`config.mk`:
```
export PLATFORM = sky130hd
export DESIGN_NAME = gps_lap_gate_detector
export DESIGN_NICKNAME = d
export VERILOG_FILES = /design/src/hdl/glgd_pkg.sv /design/src/hdl/glgd_mac.sv /design/src/hdl/glgd_lap.sv /design/src/hdl/gps_lap_gate_detector.sv
export VERILOG_INCLUDE_DIRS = /design/src /design/src/hdl
export SDC_FILE = /design/constraint.sdc
export NUM_CORES = 2
export LEC_CHECK = 0
export BUFFER_PORTS_ARGS = -buffer_cell sky130_fd_sc_hd__buf_2
export CAP_MARGIN = 20
export CORE_UTILIZATION = 40
export DETAILED_ROUTE_END_ITERATION = 10
export GPL_ROUTABILITY_DRIVEN = 0
export GPL_TIMING_DRIVEN = 0
export PLACE_DENSITY = 0.54
export SETUP_SLACK_MARGIN = 0.3
export SYNTH_ARGS = -nofsm -noshare
export SYNTH_HDL_FRONTEND = slang
export SYNTH_SLANG_ARGS = --single-unit
```
`constraint.sdc`:
```
create_clock -name clk -period 10.3 [get_ports clk]
set_input_delay 2.06 -clock clk [delete_from_list [all_inputs] [get_ports clk]]
set_output_delay 2.06 -clock clk [all_outputs]
set_load 0.1 [all_outputs]
```
`src/hdl/gps_lap_gate_detector_assert.svh`:
```
// Assertion macros shared by the gate detector RTL.
`ifndef GPS_LAP_GATE_DETECTOR_ASSERT_SVH
`define GPS_LAP_GATE_DETECTOR_ASSERT_SVH
`ifndef SYNTH
// cond implies conseq in the same cycle
`define GLGD_ASSERT_IMP(lbl, cond, conseq) \
    lbl: assert property (@(posedge clk) disable iff (!rst_n) (cond) |-> (conseq)) \
        else $error("%m: same-cycle check failed");
// cond implies conseq in the next cycle
`define GLGD_ASSERT_NXT(lbl, cond, conseq) \
    lbl: assert property (@(posedge clk) disable iff (!rst_n) (cond) |=> (conseq)) \
        else $error("%m: next-cycle check failed");
`else
`define GLGD_ASSERT_IMP(lbl, cond, conseq)
`define GLGD_ASSERT_NXT(lbl, cond, conseq)
`endif
`endif

```
`src/hdl/glgd_pkg.sv`:
```
// Shared constants, register indexes and interface structs of the gate detector.
package glgd_pkg;

    localparam int LAP_COUNT_BITS = 16;
    localparam int TIMER_BITS     = 32;

    // serial multiply-accumulate geometry
    localparam int MUL_STEPS = 32;
    localparam int CNT_W     = $clog2(MUL_STEPS);
    localparam int OPD_W     = 43;
    localparam int ACC_W     = 46;
    localparam int POS_W     = 46;

    localparam logic [MUL_STEPS-1:0] NORTH_SCALE = 32'd11952773;
    localparam logic [15:0]          COURSE_MOD  = 16'd36000;
    localparam logic signed [16:0]   HEADING_TOL = 17'sd8000;

    // configuration port
    localparam int CFG_IDX_W  = 3;
    localparam int CFG_DATA_W = 32;

    localparam logic [CFG_IDX_W-1:0] REG_HOME_LAT  = 3'd0;
    localparam logic [CFG_IDX_W-1:0] REG_HOME_LON  = 3'd1;
    localparam logic [CFG_IDX_W-1:0] REG_HOME_HDG  = 3'd2;
    localparam logic [CFG_IDX_W-1:0] REG_EAST_SCL  = 3'd3;
    localparam logic [CFG_IDX_W-1:0] REG_ROT_COS   = 3'd4;
    localparam logic [CFG_IDX_W-1:0] REG_ROT_SIN   = 3'd5;
    localparam logic [CFG_IDX_W-1:0] REG_POS_TOL   = 3'd6;
    localparam logic [CFG_IDX_W-1:0] REG_MIN_LAP   = 3'd7;

    localparam logic [23:0]        EAST_SCALE_RST = 24'd11952773;
    localparam logic signed [31:0] ROT_COS_RST    = 32'sd1073741824;
    localparam logic [30:0]        POS_TOL_RST    = 31'd524288;
    localparam logic [31:0]        MIN_LAP_RST    = 32'd10;

    typedef struct packed {
        logic start;
        logic sub;
    } glgd_mac_cmd_t;

    typedef struct packed {
        logic commit;
        logic tick;
        logic near;
    } glgd_lap_cmd_t;

    typedef struct packed {
        logic        lap_completed;
        logic [15:0] lap_count;
        logic [31:0] last_lap_ticks;
        logic [31:0] elapsed_ticks;
    } glgd_result_t;

endpackage

```
`src/hdl/glgd_mac.sv`:
```
// Bit-serial multiply-accumulate unit: hi:lo = a*ma + b*mb (or minus b*mb).
`include "gps_lap_gate_detector_assert.svh"
module glgd_mac
    import glgd_pkg::*;
(
    input  logic                        clk,
    input  logic                        rst_n,
    input  glgd_mac_cmd_t               cmd,
    input  logic signed [OPD_W-1:0]     a,
    input  logic signed [OPD_W-1:0]     b,
    input  logic        [MUL_STEPS-1:0] ma,
    input  logic        [MUL_STEPS-1:0] mb,
    output logic                        busy,
    output logic signed [ACC_W-1:0]     hi,
    output logic        [MUL_STEPS-1:0] lo
);

    logic                        busy_reg, busy_next;
    logic [CNT_W-1:0]            cnt_reg, cnt_next;
    logic signed [OPD_W-1:0]     a_reg, b_reg;
    logic [MUL_STEPS-1:0]        ma_reg, mb_reg;
    logic                        sub_reg;
    logic signed [ACC_W-1:0]     hi_reg;
    logic [MUL_STEPS-1:0]        lo_reg;

    logic                        last;
    logic signed [ACC_W-1:0]     a_ext, b_ext, ta, tb, sum;

    assign last  = (cnt_reg == CNT_W'(MUL_STEPS - 1));
    assign a_ext = {{(ACC_W-OPD_W){a_reg[OPD_W-1]}}, a_reg};
    assign b_ext = {{(ACC_W-OPD_W){b_reg[OPD_W-1]}}, b_reg};

    // top multiplier bit carries negative weight
    always_comb
    begin
        ta = ma_reg[0] ? a_ext : '0;
        if (last)
        begin
            ta = -ta;
        end
        tb = mb_reg[0] ? b_ext : '0;
        if (last ^ sub_reg)
        begin
            tb = -tb;
        end
        sum = hi_reg + ta + tb;
    end

    always_comb
    begin
        busy_next = busy_reg;
        cnt_next  = cnt_reg;
        if (cmd.start)
        begin
            busy_next = 1'b1;
            cnt_next  = '0;
        end
        else if (busy_reg)
        begin
            if (last)
            begin
                busy_next = 1'b0;
                cnt_next  = '0;
            end
            else
            begin
                cnt_next = cnt_reg + 1'b1;
            end
        end
    end

    always_ff @(posedge clk or negedge rst_n)
    begin
        if (!rst_n)
        begin
            busy_reg <= 1'b0;
            cnt_reg  <= '0;
        end
        else
        begin
            busy_reg <= busy_next;
            cnt_reg  <= cnt_next;
        end
    end

    // shift right: dropped bits collect in lo, hi stays floored
    always_ff @(posedge clk)
    begin
        if (cmd.start)
        begin
            a_reg   <= a;
            b_reg   <= b;
            ma_reg  <= ma;
            mb_reg  <= mb;
            sub_reg <= cmd.sub;
            hi_reg  <= '0;
            lo_reg  <= '0;
        end
        else if (busy_reg)
        begin
            hi_reg <= {sum[ACC_W-1], sum[ACC_W-1:1]};
            lo_reg <= {sum[0], lo_reg[MUL_STEPS-1:1]};
            ma_reg <= {1'b0, ma_reg[MUL_STEPS-1:1]};
            mb_reg <= {1'b0, mb_reg[MUL_STEPS-1:1]};
        end
    end

    assign busy = busy_reg;
    assign hi   = hi_reg;
    assign lo   = lo_reg;

    `GLGD_ASSERT_IMP(a_idle_cnt_zero, !busy_reg, cnt_reg == '0)
    `GLGD_ASSERT_NXT(a_start_busy, cmd.start, busy_reg && (cnt_reg == '0))
    `GLGD_ASSERT_NXT(a_last_done, busy_reg && last && !cmd.start, !busy_reg)

endmodule

```
`src/hdl/glgd_lap.sv`:
```
// Lap bookkeeping: tick timer, lap counter, last lap time and result word.
module glgd_lap
    import glgd_pkg::*;
(
    input  logic          clk,
    input  logic          rst_n,
    input  glgd_lap_cmd_t cmd,
    input  logic [31:0]   min_lap_ticks,
    output glgd_result_t  result
);

    logic [TIMER_BITS-1:0]     timer_reg, timer_next;
    logic [LAP_COUNT_BITS-1:0] laps_reg, laps_next;
    logic [31:0]               last_reg, last_next;
    logic                      done;
    logic [63:0]               timer_ext, min_ext;
    logic [31:0]               laps_ext;

    function automatic logic [31:0] sat32(input logic [63:0] v);
        return (v[63:32] != '0) ? '1 : v[31:0];
    endfunction

    assign timer_ext = 64'(timer_reg);
    assign min_ext   = 64'(min_lap_ticks);

    always_comb
    begin
        timer_next = timer_reg;
        laps_next  = laps_reg;
        last_next  = last_reg;
        done       = 1'b0;
        if (cmd.tick)
        begin
            if (timer_reg != '1)
            begin
                timer_next = TIMER_BITS'(timer_reg + 1'b1);
            end
        end
        else if (cmd.near)
        begin
            // near home: clear timer, count a lap only if long enough
            timer_next = '0;
            if (timer_ext >= min_ext)
            begin
                done      = 1'b1;
                last_next = sat32(timer_ext);
                if (laps_reg != '1)
                begin
                    laps_next = LAP_COUNT_BITS'(laps_reg + 1'b1);
                end
            end
        end
    end

    always_ff @(posedge clk or negedge rst_n)
    begin
        if (!rst_n)
        begin
            timer_reg <= '0;
            laps_reg  <= '0;
            last_reg  <= '0;
        end
        else if (cmd.commit)
        begin
            timer_reg <= timer_next;
            laps_reg  <= laps_next;
            last_reg  <= last_next;
        end
    end

    assign laps_ext = 32'(laps_next);

    always_comb
    begin
        result.lap_completed  = done;
        result.lap_count      = (laps_ext[31:16] != '0) ? 16'hFFFF : laps_ext[15:0];
        result.last_lap_ticks = last_next;
        result.elapsed_ticks  = sat32(64'(timer_next));
    end

endmodule

```
`src/hdl/gps_lap_gate_detector.sv`:
```
// Top level of the GPS lap gate detector: config registers, sequencer, output register.
//
// Usage:
//   Input channel (in_valid/in_stall) carries one word per fix or tick: action 0 is a
//   GPS fix (latitude, longitude, course), action 1 is one time tick.
//   Output channel (out_valid/out_stall) returns exactly one result word per input
//   word, in order: lap flag, lap count, last lap duration and elapsed ticks.
//   Configuration is a plain write port (cfg_write, cfg_index, cfg_data); write it
//   only while the block is idle.
// Sequencing:
//   A tick goes straight to the commit step once accepted. A fix makes one pass through
//   the bit-serial multiply-accumulate units (projection to metres), then a step to
//   start the second pass (rotation), the second pass, a compare step and a commit step.
//   One word is in flight at a time; the next word is accepted the cycle after the
//   previous result is loaded into the output register.
// Reset: rst_n clears the lap count, timer and last lap time, restores the default
//   configuration and empties the output register.
// Stall: while out_stall holds a result, a finished word waits in the commit step
//   and no further input is taken until the output register frees up.
module gps_lap_gate_detector
    import glgd_pkg::*;
(
    input  logic                  clk,
    input  logic                  rst_n,
    input  logic                  cfg_write,
    input  logic [CFG_IDX_W-1:0]  cfg_index,
    input  logic [CFG_DATA_W-1:0] cfg_data,
    input  logic                  in_valid,
    output logic                  in_stall,
    input  logic                  action,
    input  logic signed [30:0]    latitude,
    input  logic signed [31:0]    longitude,
    input  logic [15:0]           course,
    output logic                  out_valid,
    input  logic                  out_stall,
    output logic                  lap_completed,
    output logic [15:0]           lap_count,
    output logic [31:0]           last_lap_ticks,
    output logic [31:0]           elapsed_ticks
);

    `include "gps_lap_gate_detector_assert.svh"

    typedef enum logic [3:0] {
        S_IDLE = 4'b0001,
        S_MUL1 = 4'b0010,
        S_MUL2 = 4'b0100,
        S_FIN  = 4'b1000
    } glgd_state_t;

    glgd_state_t state_reg, state_next;

    // configuration registers
    logic signed [30:0] home_lat_reg;
    logic signed [31:0] home_lon_reg;
    logic [15:0]        home_hdg_reg;
    logic [23:0]        east_scale_reg;
    logic signed [31:0] rot_cos_reg;
    logic signed [31:0] rot_sin_reg;
    logic [30:0]        pos_tol_reg;
    logic [31:0]        min_lap_reg;

    // per-word working registers
    logic is_tick_reg;
    logic heading_ok_reg;
    logic near_reg;

    // output register
    logic        out_valid_reg;
    logic        lap_completed_reg;
    logic [15:0] lap_count_reg;
    logic [31:0] last_lap_reg;
    logic [31:0] elapsed_reg;

    logic accept, units_idle, slot_free, commit;

    glgd_mac_cmd_t                mac_cmd0, mac_cmd1;
    logic signed [OPD_W-1:0]      a0, b0, a1, b1;
    logic        [MUL_STEPS-1:0]  ma0, mb0, ma1, mb1;
    logic                         busy0, busy1;
    logic signed [ACC_W-1:0]      hi0, hi1;
    logic        [MUL_STEPS-1:0]  lo0, lo1;

    logic signed [32:0]      dlon;
    logic signed [31:0]      dlat;
    logic signed [OPD_W-1:0] x_pos, y_pos;
    logic signed [POS_W-1:0] rx, ry;
    logic [POS_W-1:0]        rx_abs, ry_abs, tol_ext;
    logic                    pos_ok;
    logic [15:0]             course_mod;
    logic signed [16:0]      hdg_diff;
    logic                    heading_ok;

    glgd_lap_cmd_t lap_cmd;
    glgd_result_t  lap_result;

    assign accept     = in_valid && !in_stall;
    assign in_stall   = (state_reg != S_IDLE);
    assign units_idle = !busy0 && !busy1;
    assign slot_free  = !out_valid_reg || !out_stall;
    assign commit     = (state_reg == S_FIN) && slot_free;

    // write configuration registers
    always_ff @(posedge clk or negedge rst_n)
    begin
        if (!rst_n)
        begin
            home_lat_reg   <= '0;
            home_lon_reg   <= '0;
            home_hdg_reg   <= '0;
            east_scale_reg <= EAST_SCALE_RST;
            rot_cos_reg    <= ROT_COS_RST;
            rot_sin_reg    <= '0;
            pos_tol_reg    <= POS_TOL_RST;
            min_lap_reg    <= MIN_LAP_RST;
        end
        else if (cfg_write)
        begin
            case (cfg_index)
                REG_HOME_LAT: home_lat_reg   <= cfg_data[30:0];
                REG_HOME_LON: home_lon_reg   <= cfg_data[31:0];
                REG_HOME_HDG: home_hdg_reg   <= cfg_data[15:0];
                REG_EAST_SCL: east_scale_reg <= cfg_data[23:0];
                REG_ROT_COS:  rot_cos_reg    <= cfg_data[31:0];
                REG_ROT_SIN:  rot_sin_reg    <= cfg_data[31:0];
                REG_POS_TOL:  pos_tol_reg    <= cfg_data[30:0];
                REG_MIN_LAP:  min_lap_reg    <= cfg_data[31:0];
                default: ;
            endcase
        end
    end

    // offsets from home, exact
    assign dlon = {longitude[31], longitude} - {home_lon_reg[31], home_lon_reg};
    assign dlat = {latitude[30], latitude} - {home_lat_reg[30], home_lat_reg};

    // heading window: course folded once into 0..35999, no wrap against home
    assign course_mod = (course >= COURSE_MOD) ? 16'(course - COURSE_MOD) : course;
    assign hdg_diff   = $signed({1'b0, course_mod}) - $signed({1'b0, home_hdg_reg});
    assign heading_ok = (hdg_diff <= HEADING_TOL) && (hdg_diff >= -HEADING_TOL);

    // metres Q27.16 after the first pass: floor(product / 2^14)
    assign x_pos = {hi0[OPD_W-MUL_STEPS+13:0], lo0[MUL_STEPS-1:14]};
    assign y_pos = {hi1[OPD_W-MUL_STEPS+13:0], lo1[MUL_STEPS-1:14]};

    // rotated position after the second pass: floor(sum / 2^30)
    assign rx = {hi0[POS_W-3:0], lo0[MUL_STEPS-1:MUL_STEPS-2]};
    assign ry = {hi1[POS_W-3:0], lo1[MUL_STEPS-1:MUL_STEPS-2]};

    assign rx_abs  = rx[POS_W-1] ? POS_W'(-rx) : POS_W'(rx);
    assign ry_abs  = ry[POS_W-1] ? POS_W'(-ry) : POS_W'(ry);
    assign tol_ext = POS_W'(pos_tol_reg);
    assign pos_ok  = (rx_abs <= tol_ext) && (ry_abs <= tol_ext);

    // unit 0: east offset, then x*cos + y*sin
    // unit 1: north offset, then y*cos - x*sin
    always_comb
    begin
        if (state_reg == S_IDLE)
        begin
            a0  = {{(OPD_W-33){dlon[32]}}, dlon};
            b0  = '0;
            ma0 = MUL_STEPS'(east_scale_reg);
            mb0 = '0;
            a1  = {{(OPD_W-32){dlat[31]}}, dlat};
            b1  = '0;
            ma1 = NORTH_SCALE;
            mb1 = '0;
        end
        else
        begin
            a0  = x_pos;
            b0  = y_pos;
            ma0 = rot_cos_reg;
            mb0 = rot_sin_reg;
            a1  = y_pos;
            b1  = x_pos;
            ma1 = rot_cos_reg;
            mb1 = rot_sin_reg;
        end
    end

    always_comb
    begin
        mac_cmd0.start = (accept && !action) || ((state_reg == S_MUL1) && units_idle);
        mac_cmd0.sub   = 1'b0;
        mac_cmd1.start = mac_cmd0.start;
        mac_cmd1.sub   = (state_reg == S_MUL1);
    end

    glgd_mac u_mac0 (
        .clk   (clk),
        .rst_n (rst_n),
        .cmd   (mac_cmd0),
        .a     (a0),
        .b     (b0),
        .ma    (ma0),
        .mb    (mb0),
        .busy  (busy0),
        .hi    (hi0),
        .lo    (lo0)
    );

    glgd_mac u_mac1 (
        .clk   (clk),
        .rst_n (rst_n),
        .cmd   (mac_cmd1),
        .a     (a1),
        .b     (b1),
        .ma    (ma1),
        .mb    (mb1),
        .busy  (busy1),
        .hi    (hi1),
        .lo    (lo1)
    );

    // sequencer
    always_comb
    begin
        state_next = state_reg;
        case (state_reg)
            S_IDLE:
            begin
                if (accept)
                begin
                    state_next = action ? S_FIN : S_MUL1;
                end
            end
            S_MUL1:
            begin
                if (units_idle)
                begin
                    state_next = S_MUL2;
                end
            end
            S_MUL2:
            begin
                if (units_idle)
                begin
                    state_next = S_FIN;
                end
            end
            S_FIN:
            begin
                if (slot_free)
                begin
                    state_next = S_IDLE;
                end
            end
            default: state_next = S_IDLE;
        endcase
    end

    always_ff @(posedge clk or negedge rst_n)
    begin
        if (!rst_n)
        begin
            state_reg <= S_IDLE;
        end
        else
        begin
            state_reg <= state_next;
        end
    end

    // capture word kind and heading at accept, position verdict after rotation
    always_ff @(posedge clk)
    begin
        if (accept)
        begin
            is_tick_reg    <= action;
            heading_ok_reg <= heading_ok;
        end
        if ((state_reg == S_MUL2) && units_idle)
        begin
            near_reg <= pos_ok && heading_ok_reg;
        end
    end

    always_comb
    begin
        lap_cmd.commit = commit;
        lap_cmd.tick   = is_tick_reg;
        lap_cmd.near   = near_reg;
    end

    glgd_lap u_lap (
        .clk           (clk),
        .rst_n         (rst_n),
        .cmd           (lap_cmd),
        .min_lap_ticks (min_lap_reg),
        .result        (lap_result)
    );

    // output register: load on commit, drop once taken
    always_ff @(posedge clk or negedge rst_n)
    begin
        if (!rst_n)
        begin
            out_valid_reg <= 1'b0;
        end
        else if (commit)
        begin
            out_valid_reg <= 1'b1;
        end
        else if (!out_stall)
        begin
            out_valid_reg <= 1'b0;
        end
    end

    always_ff @(posedge clk)
    begin
        if (commit)
        begin
            lap_completed_reg <= lap_result.lap_completed;
            lap_count_reg     <= lap_result.lap_count;
            last_lap_reg      <= lap_result.last_lap_ticks;
            elapsed_reg       <= lap_result.elapsed_ticks;
        end
    end

    assign out_valid      = out_valid_reg;
    assign lap_completed  = lap_completed_reg;
    assign lap_count      = lap_count_reg;
    assign last_lap_ticks = last_lap_reg;
    assign elapsed_ticks  = elapsed_reg;

    `GLGD_ASSERT_IMP(a_accept_idle, in_valid && !in_stall, state_reg == S_IDLE)
    `GLGD_ASSERT_IMP(a_start_units_idle, mac_cmd0.start, !busy0 && !busy1)
    `GLGD_ASSERT_NXT(a_commit_loads_out, commit, out_valid_reg)
    `GLGD_ASSERT_IMP(a_lap_counted, out_valid_reg && lap_completed_reg, lap_count_reg != '0)

endmodule

```
==> results.sh <==
export IMPL_status="completed"
export IMPL_ctsResizeCount=0
export IMPL_finalSetupTns_ns=0
export IMPL_slowest_stage="clkbuf_1"
export IMPL_cts_sinks=838
export IMPL_path_clk_slew_ns=0.06
export IMPL_clock_fmax_mhz=114
export IMPL_dp_hpwl_mm=149
export IMPL_rsz0062_at_grt="no"
export IMPL_die_w_um=368
export IMPL_synth_nets=5986
export IMPL_antenna_found_initial=20
export IMPL_grt_max_degree=103
export IMPL_cap_viol_max_count=0
export IMPL_cts_hold_buf=0
export IMPL_layout_setup_ws_ns=1.53
export IMPL_nets=6310
export IMPL_critPathMostFrequentCell="clkbuf_1"
export IMPL_critical_path_startpoint_type="register"
export IMPL_min_period_ns=8.77
export IMPL_critical_path_required_ns=10.95
export IMPL_grt_usage_pct=28.1
export IMPL_layout_drive_gt1_share_pct=11.5
export IMPL_cts_buffers=98
export IMPL_crit_fanout=10
export IMPL_drc=0
export IMPL_critPathCaptureType="register"
export IMPL_start_util_pct=40.5
export IMPL_cts_setup_buffers=0
export IMPL_synthArstFlopShare_pct=39.0
export IMPL_synth_warning_count=0
export IMPL_yosysSeqAreaShare_pct=41.7
export IMPL_critical_path_top_delay_family="buffers and inverters"
export IMPL_synth_edf_count=385
export IMPL_first_pass_iters=6
export IMPL_num_vias=44700
export IMPL_power_density_nw_per_um2=318
export IMPL_ctsHtreeMaxLevel=3
export IMPL_vdd_ir_drop_max_uv=137
export IMPL_drt_wl_total_mm=194
export IMPL_clock_skew_ns=0.0627
export IMPL_nFillCells=12700
export IMPL_grt_pass1_vias=42100
export IMPL_syn_avg_cell_area_um2=9.73
export IMPL_pre_cts_ws_ns=1.96
export IMPL_num_io_pins=203
export IMPL_synth_area_leaders="edfxtp_1 22%, dfrtp_1 15%, ha_1 6.4%"
export IMPL_synth_top_area_cell="edfxtp_1"
export IMPL_min_path_type="register to register"
export IMPL_wire_per_inst_um=25.3
export IMPL_die_h_um=368
export IMPL_clk_path_buf_depth=3
export IMPL_fp_dieArea_um2=135000
export IMPL_worst_pin_slew_ns=1.19
export IMPL_overflow=0
export IMPL_finalSetupViolCount=0
export IMPL_slew_violations=0
export IMPL_cpPeakStageDelay_ns=0.62
export IMPL_synth_ff_type="edfxtp_1"
export IMPL_grt_pass1_wl_mm=281
export IMPL_synth_cell_types=88
export IMPL_ys_ff_latch=838
export IMPL_synth_area_um2=53500
export IMPL_first_iter_violations=4764
export IMPL_relSlewSlack_pct=20.8
export IMPL_hold_viol=0
export IMPL_period_share_pct=85.2
export IMPL_area_growth_syn_to_layout_pct=13.1
export IMPL_rows=133
export IMPL_path_class="register to register"
export IMPL_p_leak_nw=26.3
export IMPL_core_um2=132000
export IMPL_clkLatencyLatePin_ns=0.73
export IMPL_arrival_ns=9.42
export IMPL_viasPerCell=5.83
export IMPL_synthCells=5497
export IMPL_root_buffer="clkbuf_16"
export IMPL_critPathBufInv=7
export IMPL_ant_nets=0
export IMPL_synth_top_area_share_pct=21.6
export IMPL_io_buffer_count=200
export IMPL_cts_tree="yes"
final cells by class:
type	instances	area, um^2	share of cell area (%)
clock inverters	53	562	0.929
clock buffers	132	2770	4.59
multi-input cells	4023	28800	47.6
well taps	1755	2200	3.63
diodes	10	25.0	0.0414
inverters	376	1420	2.34
flip-flops and latches	838	22300	36.8
plain buffers	260	990	1.64
repair buffers	224	1450	2.40
stage by stage:
| stage | instance area, um^2 | hold slack [ns] | util (%) | power, mW | cells |
|---|---|---|---|---|---|
| after floorplan | 53500 | 0.450 | - | 12.4 | 5497 |
| after global placement | 56700 | 0.462 | 42.9 | 15.3 | 7452 |
| after detailed placement | 57100 | 0.471 | 43.3 | 15.4 | 7472 |
| after CTS | 60400 | 0.485 | 45.8 | 19.1 | 7657 |
| after global routing | 60500 | 0.504 | 45.8 | 20.5 | 7664 |
| final | 60500 | 0.484 | 45.8 | 19.2 | 7671 |
report_power, final:
| group | switching, mW | internal (mW) | leakage, nW |
|---|---|---|---|
| sequential | 0.857 | 4.61 | 8.91 |
| clock | 1.54 | 2.08 | 1.59 |
| combinational | 6.28 | 3.87 | 15.8 |
cell usage after synthesis, types with 181 or more instances:
cell type	n
a21o_1	181
mux2_2	226
ha_1	274
inv_1	374
nor2_1	380
o21ai_0	341
edfxtp_1	385
nand2_1	531
a21oi_1	243
dfrtp_1	311
clkbuf_1	231
xnor2_1	214
cell families (layout without fill, tap and decap cells):
family          Yosys count  in the layout  share of synthesized area (%)
simple gates           1626           1626                           14.7
compound gates         1368           1368                           17.1
flops                   838            838                           41.7
buf+inv                 636           1045                           4.48
fa+ha+maj               369            369                           9.97
xor+xnor                332            332                           5.44
mux                     328            328                           6.67
other cells               0             10                              0
worst reg2reg max path: stages, from the launching register on:
cell,delay (ns)
edfxtp_1,0.39
clkbuf_1,0.62
clkbuf_1,0.49
clkbuf_1,0.54
clkbuf_1,0.54
buf_1,0.62
nand2_1,0.28
ha_1,0.37
nand2_1,0.27
a21o_1,0.22
nand2_1,0.14
a31oi_1,0.22
o21ai_0,0.15
fa_1,0.51
inv_1,0.04
ha_1,0.26
clkbuf_1,0.29
nand4_1,0.17
nor3_1,0.43
o211ai_1,0.16
a211oi_1,0.43
nor3_1,0.24
a2111oi_0,0.61
a211o_1,0.27
a31oi_1,0.12
xor2_1,0.15
o21ai_0,0.16
placed cells by master (no fill, tap or decap), types with 95 or more instances in the layout:
master / netlist / routed
o21ai_0: 341 / 341
dfxtp_1: 126 / 126
nor2_1: 380 / 380
buf_2: 4 / 204
a21oi_1: 243 / 243
nand2_1: 531 / 531
mux2_2: 226 / 226
ha_1: 274 / 274
xnor2_1: 214 / 214
nor2b_1: 101 / 101
clkbuf_1: 231 / 246
nand3_1: 110 / 110
dfrtp_1: 311 / 311
inv_1: 374 / 372
mux2i_1: 102 / 102
edfxtp_1: 385 / 385
xor2_1: 118 / 118
fa_1: 95 / 95
clkbuf_16: 0 / 101
a21o_1: 181 / 181
layer usage:
| metal | GRT usage [%] | routed length (um) |
|---|---|---|
| met1 | 38.3 | 83100 |
| met3 | 4.73 | 15400 |
| met2 | 44.2 | 87400 |
| met4 | 10.9 | 7930 |
| met5 | 0 | 41 |
final timing paths:
path,from,endpoint,slack (ns),depth (start not counted)
min in group asynchronous,rst_n,u_lap.last_reg[13]$_DFFE_PN0P_,1.24,1
worst min-delay path,u_lap.last_reg[11]$_DFFE_PN0P_,u_lap.last_reg[11]$_DFFE_PN0P_,0.48,2
max in group asynchronous,rst_n,home_hdg_reg[0]$_DFFE_PN0P_,7.20,4
worst max register to register,u_mac0.ma_reg[0]$_DFFE_PP_,u_mac0.hi[38]$_SDFFE_PN0P_,1.53,26
worst max-delay path,u_mac0.ma_reg[0]$_DFFE_PP_,u_mac0.hi[38]$_SDFFE_PN0P_,1.53,26
worst min register to register,u_lap.last_reg[11]$_DFFE_PN0P_,u_lap.last_reg[11]$_DFFE_PN0P_,0.48,2
Power figures use the tool's default switching activity.
